--- src/rtl/pcva_pkg.sv ---
// ----------------------------------------------------------------------------
// pcva_pkg
// Shared types, constants and the control store of the polar/rectangular
// vector accumulator: operation codes, microcode word layout, program and
// the CORDIC arctangent table.
// ----------------------------------------------------------------------------
package pcva_pkg;

    localparam int OP_WIDTH   = 3;
    localparam int VAL_WIDTH  = 24;
    localparam int ANG_WIDTH  = 16;
    localparam int GUARD_BITS = 4;
    localparam int ZW         = 32;
    localparam int ATAN_DEPTH = 24;
    localparam int ATAN_IDX_W = 5;
    localparam int GAIN_WIDTH = 24;
    localparam int GAIN_FRAC  = 24;
    localparam int UADDR_W    = 5;

    localparam logic [GAIN_WIDTH-1:0] CORDIC_GAIN = 24'd10187762;

    localparam logic [OP_WIDTH-1:0] OP_ADD_POLAR = 3'd0;
    localparam logic [OP_WIDTH-1:0] OP_SET_X     = 3'd1;
    localparam logic [OP_WIDTH-1:0] OP_SET_Y     = 3'd2;
    localparam logic [OP_WIDTH-1:0] OP_SET_MAG   = 3'd3;
    localparam logic [OP_WIDTH-1:0] OP_SET_DIR   = 3'd4;

    typedef enum logic [3:0] {
        ACT_NOP,
        ACT_LOAD_X,
        ACT_LOAD_Y,
        ACT_LOAD_LEN,
        ACT_LOAD_HDG,
        ACT_MUL_LO,
        ACT_MUL_HI,
        ACT_ROT_INIT,
        ACT_ROT_STEP,
        ACT_ROT_ADD,
        ACT_ROT_STORE,
        ACT_VEC_INIT,
        ACT_VEC_STEP,
        ACT_VEC_FIN
    } act_t;

    typedef enum logic [2:0] {
        SEQ_NEXT,
        SEQ_GOTO,
        SEQ_LOOP,
        SEQ_IFZERO,
        SEQ_DONE
    } seq_t;

    typedef struct packed {
        act_t               act;
        logic               use_operand;
        logic               mul_cordic_x;
        seq_t               seq;
        logic [UADDR_W-1:0] target;
    } ctrl_word_t;

    typedef struct packed {
        logic vec_zero;
    } dp_status_t;

    // Control store addresses.
    localparam logic [UADDR_W-1:0] UA_ADD_MLO   = 5'd0;
    localparam logic [UADDR_W-1:0] UA_ADD_MHI   = 5'd1;
    localparam logic [UADDR_W-1:0] UA_ADD_RINIT = 5'd2;
    localparam logic [UADDR_W-1:0] UA_ADD_RSTEP = 5'd3;
    localparam logic [UADDR_W-1:0] UA_ADD_SUM   = 5'd4;
    localparam logic [UADDR_W-1:0] UA_VEC_INIT  = 5'd5;
    localparam logic [UADDR_W-1:0] UA_VEC_STEP  = 5'd6;
    localparam logic [UADDR_W-1:0] UA_VEC_MLO   = 5'd7;
    localparam logic [UADDR_W-1:0] UA_VEC_MHI   = 5'd8;
    localparam logic [UADDR_W-1:0] UA_VEC_FIN   = 5'd9;
    localparam logic [UADDR_W-1:0] UA_SET_X     = 5'd10;
    localparam logic [UADDR_W-1:0] UA_SET_Y     = 5'd11;
    localparam logic [UADDR_W-1:0] UA_SET_MAG   = 5'd12;
    localparam logic [UADDR_W-1:0] UA_SET_DIR   = 5'd13;
    localparam logic [UADDR_W-1:0] UA_ROT_MLO   = 5'd14;
    localparam logic [UADDR_W-1:0] UA_ROT_MHI   = 5'd15;
    localparam logic [UADDR_W-1:0] UA_ROT_INIT  = 5'd16;
    localparam logic [UADDR_W-1:0] UA_ROT_STEP  = 5'd17;
    localparam logic [UADDR_W-1:0] UA_ROT_STORE = 5'd18;
    localparam logic [UADDR_W-1:0] UA_FINISH    = 5'd19;

    function automatic ctrl_word_t uw(input act_t act, input logic use_op,
                                      input logic mul_x, input seq_t seq,
                                      input logic [UADDR_W-1:0] target);
        ctrl_word_t w;
        w.act          = act;
        w.use_operand  = use_op;
        w.mul_cordic_x = mul_x;
        w.seq          = seq;
        w.target       = target;
        return w;
    endfunction

    function automatic ctrl_word_t ucode_word(input logic [UADDR_W-1:0] addr);
        ctrl_word_t w;
        case (addr)
            // Add a polar vector: rotate the operand, sum, then vector.
            UA_ADD_MLO:   w = uw(ACT_MUL_LO,    1'b1, 1'b0, SEQ_NEXT,   UA_FINISH);
            UA_ADD_MHI:   w = uw(ACT_MUL_HI,    1'b1, 1'b0, SEQ_NEXT,   UA_FINISH);
            UA_ADD_RINIT: w = uw(ACT_ROT_INIT,  1'b1, 1'b0, SEQ_NEXT,   UA_FINISH);
            UA_ADD_RSTEP: w = uw(ACT_ROT_STEP,  1'b1, 1'b0, SEQ_LOOP,   UA_ADD_RSTEP);
            UA_ADD_SUM:   w = uw(ACT_ROT_ADD,   1'b1, 1'b0, SEQ_NEXT,   UA_FINISH);
            // Vectoring pass shared by add, set x and set y.
            UA_VEC_INIT:  w = uw(ACT_VEC_INIT,  1'b0, 1'b0, SEQ_IFZERO, UA_FINISH);
            UA_VEC_STEP:  w = uw(ACT_VEC_STEP,  1'b0, 1'b0, SEQ_LOOP,   UA_VEC_STEP);
            UA_VEC_MLO:   w = uw(ACT_MUL_LO,    1'b0, 1'b1, SEQ_NEXT,   UA_FINISH);
            UA_VEC_MHI:   w = uw(ACT_MUL_HI,    1'b0, 1'b1, SEQ_NEXT,   UA_FINISH);
            UA_VEC_FIN:   w = uw(ACT_VEC_FIN,   1'b0, 1'b0, SEQ_GOTO,   UA_FINISH);
            UA_SET_X:     w = uw(ACT_LOAD_X,    1'b0, 1'b0, SEQ_GOTO,   UA_VEC_INIT);
            UA_SET_Y:     w = uw(ACT_LOAD_Y,    1'b0, 1'b0, SEQ_GOTO,   UA_VEC_INIT);
            UA_SET_MAG:   w = uw(ACT_LOAD_LEN,  1'b0, 1'b0, SEQ_GOTO,   UA_ROT_MLO);
            UA_SET_DIR:   w = uw(ACT_LOAD_HDG,  1'b0, 1'b0, SEQ_NEXT,   UA_FINISH);
            // Rotation pass from the stored magnitude and direction.
            UA_ROT_MLO:   w = uw(ACT_MUL_LO,    1'b0, 1'b0, SEQ_NEXT,   UA_FINISH);
            UA_ROT_MHI:   w = uw(ACT_MUL_HI,    1'b0, 1'b0, SEQ_NEXT,   UA_FINISH);
            UA_ROT_INIT:  w = uw(ACT_ROT_INIT,  1'b0, 1'b0, SEQ_NEXT,   UA_FINISH);
            UA_ROT_STEP:  w = uw(ACT_ROT_STEP,  1'b0, 1'b0, SEQ_LOOP,   UA_ROT_STEP);
            UA_ROT_STORE: w = uw(ACT_ROT_STORE, 1'b0, 1'b0, SEQ_NEXT,   UA_FINISH);
            UA_FINISH:    w = uw(ACT_NOP,       1'b0, 1'b0, SEQ_DONE,   UA_FINISH);
            default:      w = uw(ACT_NOP,       1'b0, 1'b0, SEQ_DONE,   UA_FINISH);
        endcase
        return w;
    endfunction

    function automatic logic [UADDR_W-1:0] dispatch_addr(input logic [OP_WIDTH-1:0] op);
        logic [UADDR_W-1:0] a;
        case (op)
            OP_ADD_POLAR: a = UA_ADD_MLO;
            OP_SET_X:     a = UA_SET_X;
            OP_SET_Y:     a = UA_SET_Y;
            OP_SET_MAG:   a = UA_SET_MAG;
            OP_SET_DIR:   a = UA_SET_DIR;
            default:      a = UA_FINISH;
        endcase
        return a;
    endfunction

    // atan(2^-i) as a 32-bit binary angle.
    function automatic logic [ZW-1:0] atan_angle(input logic [ATAN_IDX_W-1:0] idx);
        logic [ZW-1:0] a;
        case (idx)
            5'd0:    a = 32'h2000_0000;
            5'd1:    a = 32'h12E4_051E;
            5'd2:    a = 32'h09FB_385B;
            5'd3:    a = 32'h0511_11D4;
            5'd4:    a = 32'h028B_0D43;
            5'd5:    a = 32'h0145_D7E1;
            5'd6:    a = 32'h00A2_F61E;
            5'd7:    a = 32'h0051_7C55;
            5'd8:    a = 32'h0028_BE53;
            5'd9:    a = 32'h0014_5F2F;
            5'd10:   a = 32'h000A_2F98;
            5'd11:   a = 32'h0005_17CC;
            5'd12:   a = 32'h0002_8BE6;
            5'd13:   a = 32'h0001_45F3;
            5'd14:   a = 32'h0000_A2FA;
            5'd15:   a = 32'h0000_517D;
            5'd16:   a = 32'h0000_28BE;
            5'd17:   a = 32'h0000_145F;
            5'd18:   a = 32'h0000_0A30;
            5'd19:   a = 32'h0000_0518;
            5'd20:   a = 32'h0000_028C;
            5'd21:   a = 32'h0000_0146;
            5'd22:   a = 32'h0000_00A3;
            5'd23:   a = 32'h0000_0051;
            default: a = '0;
        endcase
        return a;
    endfunction

endpackage

--- src/rtl/polar_cartesian_vector_accumulator_unit.sv ---
// With N = CORDIC_STEPS (capped at 24), each pass of the single shared CORDIC
// stage runs N iterations: add makes a rotation and a vectoring pass, set x/y a
// vectoring pass and set magnitude/direction a rotation pass; unused codes do no
// work, and a vectoring pass that meets the zero vector skips its iterations. One beat is
// in work at a time; s_ready returns at the edge that registers the result.
// Synchronous active-low reset zeroes the vector and empties the output register.
// ----------------------------------------------------------------------------
// polar_cartesian_vector_accumulator_unit
// Keeps one 2-D vector in rectangular and polar form and recomputes the other
// form after each operation with a microcoded CORDIC datapath.
// ----------------------------------------------------------------------------
module polar_cartesian_vector_accumulator_unit import pcva_pkg::*; #(
    parameter int CORDIC_STEPS = 16,
    parameter int COORD_WIDTH  = 24
) (
    input  logic                        aclk,
    input  logic                        aresetn,
    input  logic                        s_valid,
    output logic                        s_ready,
    input  logic [OP_WIDTH-1:0]         s_operation,
    input  logic signed [VAL_WIDTH-1:0] s_operand_value,
    input  logic [ANG_WIDTH-1:0]        s_operand_angle,
    output logic                        m_valid,
    input  logic                        m_ready,
    output logic signed [VAL_WIDTH-1:0] m_x_out,
    output logic signed [VAL_WIDTH-1:0] m_y_out,
    output logic signed [VAL_WIDTH-1:0] m_magnitude_out,
    output logic [ANG_WIDTH-1:0]        m_direction_out
);

    localparam int NSTEPS = (CORDIC_STEPS > ATAN_DEPTH) ? ATAN_DEPTH : CORDIC_STEPS;
    localparam int ITER_W = $clog2(NSTEPS);
    localparam int OW     = (COORD_WIDTH > VAL_WIDTH) ? COORD_WIDTH : VAL_WIDTH;

    logic                          accept;
    logic                          busy;
    logic                          finish;
    logic                          out_free;
    ctrl_word_t                    ctrl;
    dp_status_t                    status;
    logic [ITER_W-1:0]             iter;
    logic signed [COORD_WIDTH-1:0] x_value, y_value, len_value;
    logic [ANG_WIDTH-1:0]          hdg_value;
    logic signed [OW-1:0]          x_ext, y_ext, len_ext;

    logic                        m_valid_reg, m_valid_next;
    logic signed [VAL_WIDTH-1:0] m_x_reg, m_y_reg, m_mag_reg;
    logic [ANG_WIDTH-1:0]        m_dir_reg;

    assign s_ready  = !busy;
    assign accept   = s_valid && s_ready;
    assign out_free = !m_valid_reg || m_ready;

    pcva_useq #(
        .CORDIC_STEPS(CORDIC_STEPS)
    ) u_useq (
        .aclk      (aclk),
        .aresetn   (aresetn),
        .start     (accept),
        .operation (s_operation),
        .out_free  (out_free),
        .status    (status),
        .ctrl      (ctrl),
        .iter      (iter),
        .busy      (busy),
        .finish    (finish)
    );

    pcva_dpath #(
        .CORDIC_STEPS(CORDIC_STEPS),
        .COORD_WIDTH (COORD_WIDTH)
    ) u_dpath (
        .aclk          (aclk),
        .aresetn       (aresetn),
        .load          (accept),
        .operand_value (s_operand_value),
        .operand_angle (s_operand_angle),
        .ctrl          (ctrl),
        .iter          (iter),
        .status        (status),
        .x_value       (x_value),
        .y_value       (y_value),
        .len_value     (len_value),
        .hdg_value     (hdg_value)
    );

    assign x_ext   = OW'(x_value);
    assign y_ext   = OW'(y_value);
    assign len_ext = OW'(len_value);

    always_comb begin
        m_valid_next = m_valid_reg;
        if (finish) begin
            m_valid_next = 1'b1;
        end else if (m_ready) begin
            m_valid_next = 1'b0;
        end
    end

    always_ff @(posedge aclk) begin
        if (!aresetn) begin
            m_valid_reg <= 1'b0;
        end else begin
            m_valid_reg <= m_valid_next;
        end
    end

    always_ff @(posedge aclk) begin
        if (finish) begin
            m_x_reg   <= x_ext[VAL_WIDTH-1:0];
            m_y_reg   <= y_ext[VAL_WIDTH-1:0];
            m_mag_reg <= len_ext[VAL_WIDTH-1:0];
            m_dir_reg <= hdg_value;
        end
    end

    assign m_valid         = m_valid_reg;
    assign m_x_out         = m_x_reg;
    assign m_y_out         = m_y_reg;
    assign m_magnitude_out = m_mag_reg;
    assign m_direction_out = m_dir_reg;

endmodule

--- src/rtl/pcva_useq.sv ---
// ----------------------------------------------------------------------------
// pcva_useq
// Microcode sequencer: program counter, iteration counter and control store.
// Dispatches on the operation of an accepted beat and walks its program.
// ----------------------------------------------------------------------------
module pcva_useq import pcva_pkg::*; #(
    parameter int CORDIC_STEPS = 16,
    localparam int NSTEPS = (CORDIC_STEPS > ATAN_DEPTH) ? ATAN_DEPTH : CORDIC_STEPS,
    localparam int ITER_W = $clog2(NSTEPS)
) (
    input  logic                aclk,
    input  logic                aresetn,
    input  logic                start,
    input  logic [OP_WIDTH-1:0] operation,
    input  logic                out_free,
    input  dp_status_t          status,
    output ctrl_word_t          ctrl,
    output logic [ITER_W-1:0]   iter,
    output logic                busy,
    output logic                finish
);

    localparam logic [ITER_W-1:0] ITER_LAST = ITER_W'(NSTEPS - 1);

    logic [UADDR_W-1:0] pc_reg, pc_next;
    logic [ITER_W-1:0]  iter_reg, iter_next;
    logic               busy_reg, busy_next;
    ctrl_word_t         uword;

    assign uword = ucode_word(pc_reg);

    always_comb begin
        ctrl = uword;
        if (!busy_reg) begin
            ctrl.act = ACT_NOP;
        end
    end

    always_comb begin
        pc_next   = pc_reg;
        iter_next = iter_reg;
        busy_next = busy_reg;
        finish    = 1'b0;
        if (!busy_reg) begin
            if (start) begin
                pc_next   = dispatch_addr(operation);
                iter_next = '0;
                busy_next = 1'b1;
            end
        end else begin
            case (uword.seq)
                SEQ_NEXT: begin
                    pc_next = pc_reg + UADDR_W'(1);
                end
                SEQ_GOTO: begin
                    pc_next = uword.target;
                end
                SEQ_LOOP: begin
                    if (iter_reg == ITER_LAST) begin
                        iter_next = '0;
                        pc_next   = pc_reg + UADDR_W'(1);
                    end else begin
                        iter_next = iter_reg + ITER_W'(1);
                        pc_next   = uword.target;
                    end
                end
                SEQ_IFZERO: begin
                    pc_next = status.vec_zero ? uword.target : pc_reg + UADDR_W'(1);
                end
                SEQ_DONE: begin
                    // Hold here until the output register can take the result.
                    if (out_free) begin
                        finish    = 1'b1;
                        busy_next = 1'b0;
                    end
                end
                default: begin
                    pc_next = UA_FINISH;
                end
            endcase
        end
    end

    always_ff @(posedge aclk) begin
        if (!aresetn) begin
            pc_reg   <= UA_FINISH;
            iter_reg <= '0;
            busy_reg <= 1'b0;
        end else begin
            pc_reg   <= pc_next;
            iter_reg <= iter_next;
            busy_reg <= busy_next;
        end
    end

    assign iter = iter_reg;
    assign busy = busy_reg;

endmodule

--- src/rtl/pcva_dpath.sv ---
// ----------------------------------------------------------------------------
// pcva_dpath
// Datapath: the vector state in both forms, one shared CORDIC stage, a
// two-pass gain multiplier and the rounding and saturation logic.
// ----------------------------------------------------------------------------
module pcva_dpath import pcva_pkg::*; #(
    parameter int CORDIC_STEPS = 16,
    parameter int COORD_WIDTH  = 24,
    localparam int NSTEPS = (CORDIC_STEPS > ATAN_DEPTH) ? ATAN_DEPTH : CORDIC_STEPS,
    localparam int ITER_W = $clog2(NSTEPS)
) (
    input  logic                          aclk,
    input  logic                          aresetn,
    input  logic                          load,
    input  logic signed [VAL_WIDTH-1:0]   operand_value,
    input  logic [ANG_WIDTH-1:0]          operand_angle,
    input  ctrl_word_t                    ctrl,
    input  logic [ITER_W-1:0]             iter,
    output dp_status_t                    status,
    output logic signed [COORD_WIDTH-1:0] x_value,
    output logic signed [COORD_WIDTH-1:0] y_value,
    output logic signed [COORD_WIDTH-1:0] len_value,
    output logic [ANG_WIDTH-1:0]          hdg_value
);

    localparam int W         = COORD_WIDTH;
    // Guard bits plus headroom for the CORDIC gain and the diagonal.
    localparam int DW        = W + GUARD_BITS + 3;
    localparam int PW        = DW + GAIN_WIDTH + 1;
    localparam int SATW      = ((W > VAL_WIDTH) ? W : VAL_WIDTH) + 8;
    localparam int MUL_SPLIT = 20;
    localparam int ROT_SHIFT = GAIN_FRAC - GUARD_BITS;
    localparam int VEC_SHIFT = GAIN_FRAC + GUARD_BITS;

    localparam logic signed [SATW-1:0] SAT_HI  = SATW'((64'sd1 <<< (W - 1)) - 64'sd1);
    localparam logic signed [SATW-1:0] SAT_LO  = ~SAT_HI;
    localparam logic signed [DW-1:0]   ROT_RND = DW'(64'd1 << (GUARD_BITS - 1));
    localparam logic signed [PW-1:0]   VEC_RND = PW'(64'd1 << (VEC_SHIFT - 1));
    localparam logic [ZW-1:0]          HDG_RND = ZW'(64'd1 << (ZW - ANG_WIDTH - 1));
    localparam logic [ZW-1:0]          HALF_TURN = ZW'(64'd1 << (ZW - 1));

    function automatic logic signed [W-1:0] sat_coord(input logic signed [SATW-1:0] v);
        logic signed [W-1:0] r;
        if (v > SAT_HI) begin
            r = SAT_HI[W-1:0];
        end else if (v < SAT_LO) begin
            r = SAT_LO[W-1:0];
        end else begin
            r = v[W-1:0];
        end
        return r;
    endfunction

    logic signed [W-1:0]  x_value_reg, x_next;
    logic signed [W-1:0]  y_value_reg, y_next;
    logic signed [W-1:0]  len_value_reg, len_next;
    logic [ANG_WIDTH-1:0] hdg_value_reg, hdg_next;
    logic signed [W-1:0]  opv_reg, opv_next;
    logic [ANG_WIDTH-1:0] opa_reg, opa_next;
    logic signed [DW-1:0] cx_reg, cx_next;
    logic signed [DW-1:0] cy_reg, cy_next;
    logic [ZW-1:0]        cz_reg, cz_next;
    logic signed [PW-1:0] acc_reg, acc_next;

    logic signed [W-1:0]                         mag_sel;
    logic [ANG_WIDTH-1:0]                        ang_sel;
    logic signed [DW-1:0]                        mul_a;
    logic signed [MUL_SPLIT:0]                   mul_lo_op;
    logic signed [DW-MUL_SPLIT-1:0]              mul_hi_op;
    logic signed [GAIN_WIDTH:0]                  gain_s;
    logic signed [MUL_SPLIT+GAIN_WIDTH+1:0]      prod_lo;
    logic signed [DW-MUL_SPLIT+GAIN_WIDTH:0]     prod_hi;
    logic signed [DW-1:0]                        rot_x0;
    logic                                        quad_flip;
    logic signed [DW-1:0]                        dx, dy;
    logic [ZW-1:0]                               atan_i;
    logic                                        step_neg;
    logic signed [DW-1:0]                        rx, ry;
    logic signed [DW-1:0]                        vx0, vy0;
    logic                                        vec_zero;
    logic [ZW-1:0]                               hdg_round;

    assign opv_next = sat_coord(SATW'(operand_value));
    assign opa_next = operand_angle;

    assign mag_sel = ctrl.use_operand ? opv_reg : len_value_reg;
    assign ang_sel = ctrl.use_operand ? opa_reg : hdg_value_reg;

    // The gain product is formed in two passes: low part, then high part.
    assign mul_a     = ctrl.mul_cordic_x ? cx_reg : DW'(mag_sel);
    assign mul_lo_op = $signed({1'b0, mul_a[MUL_SPLIT-1:0]});
    assign mul_hi_op = $signed(mul_a[DW-1:MUL_SPLIT]);
    assign gain_s    = $signed({1'b0, CORDIC_GAIN});
    assign prod_lo   = mul_lo_op * gain_s;
    assign prod_hi   = mul_hi_op * gain_s;

    // Angles in the second and third quadrant start from the opposite half.
    assign rot_x0    = DW'(acc_reg >>> ROT_SHIFT);
    assign quad_flip = ang_sel[ANG_WIDTH-1] ^ ang_sel[ANG_WIDTH-2];

    assign dx       = cy_reg >>> iter;
    assign dy       = cx_reg >>> iter;
    assign atan_i   = atan_angle(ATAN_IDX_W'(iter));
    assign step_neg = (ctrl.act == ACT_ROT_STEP) ? !cz_reg[ZW-1] : cy_reg[DW-1];

    assign rx = (cx_reg + ROT_RND) >>> GUARD_BITS;
    assign ry = (cy_reg + ROT_RND) >>> GUARD_BITS;

    assign vx0      = DW'(x_value_reg) <<< GUARD_BITS;
    assign vy0      = DW'(y_value_reg) <<< GUARD_BITS;
    assign vec_zero = (x_value_reg == '0) && (y_value_reg == '0);

    assign hdg_round = cz_reg + HDG_RND;

    always_comb begin
        x_next   = x_value_reg;
        y_next   = y_value_reg;
        len_next = len_value_reg;
        hdg_next = hdg_value_reg;
        cx_next  = cx_reg;
        cy_next  = cy_reg;
        cz_next  = cz_reg;
        acc_next = acc_reg;
        case (ctrl.act)
            ACT_NOP: begin
            end
            ACT_LOAD_X: begin
                x_next = opv_reg;
            end
            ACT_LOAD_Y: begin
                y_next = opv_reg;
            end
            ACT_LOAD_LEN: begin
                len_next = opv_reg;
            end
            ACT_LOAD_HDG: begin
                hdg_next = opa_reg;
            end
            ACT_MUL_LO: begin
                acc_next = PW'(prod_lo);
            end
            ACT_MUL_HI: begin
                acc_next = acc_reg + (PW'(prod_hi) <<< MUL_SPLIT);
            end
            ACT_ROT_INIT: begin
                cx_next = quad_flip ? -rot_x0 : rot_x0;
                cy_next = '0;
                cz_next = {ang_sel[ANG_WIDTH-1] ^ quad_flip, ang_sel[ANG_WIDTH-2:0],
                           {(ZW-ANG_WIDTH){1'b0}}};
            end
            ACT_ROT_STEP, ACT_VEC_STEP: begin
                if (step_neg) begin
                    cx_next = cx_reg - dx;
                    cy_next = cy_reg + dy;
                    cz_next = cz_reg - atan_i;
                end else begin
                    cx_next = cx_reg + dx;
                    cy_next = cy_reg - dy;
                    cz_next = cz_reg + atan_i;
                end
            end
            ACT_ROT_ADD: begin
                // The rotated components saturate on their own before the sum.
                x_next = sat_coord(SATW'(x_value_reg) + SATW'(sat_coord(SATW'(rx))));
                y_next = sat_coord(SATW'(y_value_reg) + SATW'(sat_coord(SATW'(ry))));
            end
            ACT_ROT_STORE: begin
                x_next = sat_coord(SATW'(rx));
                y_next = sat_coord(SATW'(ry));
            end
            ACT_VEC_INIT: begin
                if (vec_zero) begin
                    len_next = '0;
                    hdg_next = '0;
                end
                // Fold the left half-plane onto the right one.
                if (x_value_reg[W-1]) begin
                    cx_next = -vx0;
                    cy_next = -vy0;
                    cz_next = HALF_TURN;
                end else begin
                    cx_next = vx0;
                    cy_next = vy0;
                    cz_next = '0;
                end
            end
            ACT_VEC_FIN: begin
                len_next = sat_coord(SATW'((acc_reg + VEC_RND) >>> VEC_SHIFT));
                hdg_next = hdg_round[ZW-1:ZW-ANG_WIDTH];
            end
            default: begin
            end
        endcase
    end

    always_ff @(posedge aclk) begin
        if (!aresetn) begin
            x_value_reg   <= '0;
            y_value_reg   <= '0;
            len_value_reg <= '0;
            hdg_value_reg <= '0;
        end else begin
            x_value_reg   <= x_next;
            y_value_reg   <= y_next;
            len_value_reg <= len_next;
            hdg_value_reg <= hdg_next;
        end
    end

    always_ff @(posedge aclk) begin
        if (load) begin
            opv_reg <= opv_next;
            opa_reg <= opa_next;
        end
        cx_reg  <= cx_next;
        cy_reg  <= cy_next;
        cz_reg  <= cz_next;
        acc_reg <= acc_next;
    end

    assign status.vec_zero = vec_zero;
    assign x_value         = x_value_reg;
    assign y_value         = y_value_reg;
    assign len_value       = len_value_reg;
    assign hdg_value       = hdg_value_reg;

endmodule

--- config.mk ---
export PLATFORM = sky130hd
export DESIGN_NAME = polar_cartesian_vector_accumulator_unit
export DESIGN_NICKNAME = d
export VERILOG_FILES = /design/src/rtl/pcva_pkg.sv /design/src/rtl/polar_cartesian_vector_accumulator_unit.sv /design/src/rtl/pcva_useq.sv /design/src/rtl/pcva_dpath.sv
export SDC_FILE = /design/constraint.sdc
export NUM_CORES = 2
export LEC_CHECK = 0
export BUFFER_PORTS_ARGS = -buffer_cell sky130_fd_sc_hd__clkbuf_2
export CORE_MARGIN = 10
export CORE_UTILIZATION = 40
export DETAILED_ROUTE_END_ITERATION = 7
export GPL_TIMING_DRIVEN = 0
export PLACE_DENSITY_LB_ADDON = 0.12
export SLEW_MARGIN = 0
export SYNTH_ARGS = -nofsm -noshare
export SYNTH_HDL_FRONTEND = slang
export SYNTH_SLANG_ARGS = --single-unit
--- constraint.sdc ---
create_clock -name aclk -period 21.2 [get_ports aclk]
set_input_delay 1.06 -clock aclk [delete_from_list [all_inputs] [get_ports aclk]]
set_output_delay 1.06 -clock aclk [all_outputs]
set_load 0.005 [all_outputs]
==> impl_metrics.yaml <==
detailed_routing:
  routed_wl_microns: 173000
  routedWlPerCell_microns: 24.9
  num_vias: 40700
  first_pass_iters: 5
  post_drt_via_cell_ratio: 5.86
  ant_nets: 0
  drcViolationCount: 0
  drtIter0Drc: 3580
clocking:
  clockBufferDepth: 3
  cts_buffers: 52
  cts_sinks: 401
  h-tree-depth: 2
  root_buffer: "clkbuf_16"
  post_cts_resized: 0
  cts_hold_buf: 0
  clk_latency_ns: 0.65
  post-cts-setup-buffers: 0
  cts_tree: "built"
  clk_pin_slew_ns: 0.06
logic_synthesis:
  syn_area_sq_um: 46700
  ys.flop_type: "edfxtp_1"
  yosys.area.top_type: "edfxtp_1"
  yosys_warnings: 0
  yosys.area.top_type_share_pct: 16.6
  yosysMostFrequentCell: "inv_1"
  synth_fp_nets: 6023
  seq_area_frac_synth_pct: 22.7
  synth.top_cells.by_area: "edfxtp_1, ha_1, fa_1"
  syn_inst: 5204
  yosysUniqueCellTypes: 112
  synthArstFlopShare_pct: 0
  synth_edf_count: 258
  synth_area_per_cell_sq_um: 8.98
  synth-seq-cells: 401
  synth_top_cells_by_count: "inv_1, ha_1, nand2_1, o21ai_0, a21oi_1"
worst_setup_path:
  crit_family: "compound AO/OA/AOI/OAI gates"
  slowest_stage: "buf_1"
  cp-end-kind: "register"
  r2r-start: "u_useq.uword[9]$_SDFF_PP0_"
  slowest_delay_ns: 0.99
  timing.rr.end: "u_dpath.acc_reg[55]$_SDFFCE_PN0P_"
  cp.buffers_inverters: 7
  ff2ff_setup_slack_ns: 10.06
  startpoint_type: "register"
  arrival_ns: 11.51
  path_class: "register to register"
  path_max_fanout: 10
  required_ns: 21.57
  rr_worst_depth: 33
sta:
  setup_viol: 0
  hold_violations: 0
  tightest_slew_ns: 1.38
  period_minus_slack_ns: 11.14
  max_freq_mhz: 89.8
  final.setup.tns_ns: 0
  drv_slew: 0
  max_slew_margin_pct: 6.77
  skew_ns: 0.0266
  grt_setup_unrepaired: "false"
  finalCritPeriodShare_pct: 52.5
floorplan:
  dieArea_sq_um: 131000
  initial_core_util_pct: 40.3
  die_y_microns: 362
  io_pins: 137
  core_sq_um: 116000
  rows: 125
  die_w_microns: 362
power:
  finalPower_mw: 8.20
  ir_drop_mv: 0.533
  p_leak_nw: 22.8
  p_per_area_nw_per_um2: 160
outcome:
  status: "finished, final reports clean"
min_path:
  hold_path.class: "register to register"
  hp-start: "u_dpath.hdg_value[0]$_SDFFE_PN0P_"
  holdPathEnd: "m_direction_out[0]$_DFFE_PP_"
  hold_depth: 0
finish:
  layout.nets: 6201
  largest_reg_flops: 36
  drive_gt1_share_pct: 7.24
  final_cell_count_no_fill: 6954
  area_growth_pct: 9.69
  post-route-util_pct: 44.2
place:
  port_buffers: 112
  dpl.hpwl_microns: 141000
  dp.cells: 6852
  place.gp.congestion: 0.989
grt:
  antenna_found_initial: 11
  first_global_vias: 39800
  globalRouteOverflowTotal: 0
  gr-usage-all-layers_pct: 25.6
  grt_start_max_net_pins: 36
  grt_pass1_wl_microns: 256000
job:
  drv_cap: 0
==> through the flow <==
step | hold WS (ns) | cell area [sq um] | setup slack [ns]
after detailed placement | 0.446 | 49400 | 10.02
after CTS | 0.460 | 51300 | 9.96
after floorplan | 0.424 | 46700 | 12.40
final | 0.461 | 51300 | 10.06
after global placement | 0.452 | 49200 | 8.79
after global routing | 0.470 | 51300 | 9.43
==> cell usage in the layout, fill, tap and decap left out, types with 20 or more instances in the layout <==
cell | Yosys | routed
a211oi_1 | 31 | 31
a21o_1 | 116 | 116
a21oi_1 | 318 | 318
a221oi_1 | 23 | 23
a22oi_1 | 57 | 57
a31oi_1 | 62 | 62
and2_1 | 23 | 23
and3_1 | 54 | 54
buf_1 | 23 | 23
clkbuf_1 | 202 | 210
clkbuf_16 | 0 | 56
clkbuf_2 | 0 | 112
dfxtp_1 | 143 | 143
edfxtp_1 | 258 | 258
fa_1 | 281 | 281
ha_1 | 491 | 491
inv_1 | 505 | 504
mux2_2 | 21 | 21
mux2i_1 | 96 | 96
mux4_2 | 56 | 56
nand2_1 | 422 | 422
nand2b_1 | 54 | 54
nand3_1 | 104 | 104
nand4_1 | 44 | 44
nor2_1 | 297 | 295
nor2b_1 | 46 | 46
nor3_1 | 81 | 80
nor4_1 | 21 | 21
o211a_1 | 20 | 20
o211ai_1 | 24 | 24
o21a_1 | 64 | 64
o21ai_0 | 355 | 350
o21bai_1 | 22 | 22
o221ai_1 | 22 | 22
o22ai_1 | 47 | 47
o31ai_1 | 45 | 45
or2_2 | 20 | 20
or3_1 | 34 | 34
xnor2_1 | 224 | 224
xor2_1 | 205 | 205
==> how the worst max path moves through the flow <==
stage | startpoint | to | slack [ns] | cells after the start
floorplan | u_useq.uword[9]$_SDFF_PP0_ | u_dpath.acc_reg[55]$_SDFFCE_PN0P_ | 12.40 | 31
global placement | u_useq.uword[9]$_SDFF_PP0_ | u_dpath.acc_reg[55]$_SDFFCE_PN0P_ | 8.79 | 33
detailed placement | u_useq.uword[9]$_SDFF_PP0_ | u_dpath.acc_reg[55]$_SDFFCE_PN0P_ | 10.02 | 33
CTS | u_useq.uword[9]$_SDFF_PP0_ | u_dpath.acc_reg[55]$_SDFFCE_PN0P_ | 9.96 | 33
global route | u_useq.uword[9]$_SDFF_PP0_ | u_dpath.acc_reg[55]$_SDFFCE_PN0P_ | 9.43 | 33
finish | u_useq.uword[9]$_SDFF_PP0_ | u_dpath.acc_reg[55]$_SDFFCE_PN0P_ | 10.06 | 33
==> layer usage <==
layer | vias to the layer above | track usage [%] | share of wire [%]
met5 | - | 0 | 0.032
met1 | 20100 | 33.8 | 43
met4 | 8 | 11.2 | 4.9
met2 | 1389 | 41.5 | 45
li1 | 19000 | - | -
met3 | 328 | 3.86 | 6.3
==> kinds of logic after synthesis <==
kind of cell	Yosys count	synth area share [%]
buffers and inverters	764	6.33
and+or+nand+nor	1291	13.4
xor gates and xnor gates	431	8.12
adders and majority gates	772	25.2
muxes	176	5.36
DFF	401	22.7
AOI/OAI and AO/OA	1369	18.9
==> cell type report <==
type / instances / area, sq um
Antenna cell: 4 / 10.0
Buffer: 255 / 1050
Clock buffer: 72 / 1540
Clock inverter: 26 / 268
Fill cell: 11500 / 64800
Inverter: 509 / 1910
Multi-Input combinational cell: 4039 / 33200
Sequential cell: 401 / 10600
Tap cell: 1524 / 1910
Timing Repair Buffer: 124 / 766
==> power breakdown <==
group	internal (mW)	total (mW)	switching, mW
clock network	0.560	0.960	0.400
logic	2.47	6.09	3.62
registers	1.03	1.15	0.115
(Power assumes the default switching activity.)
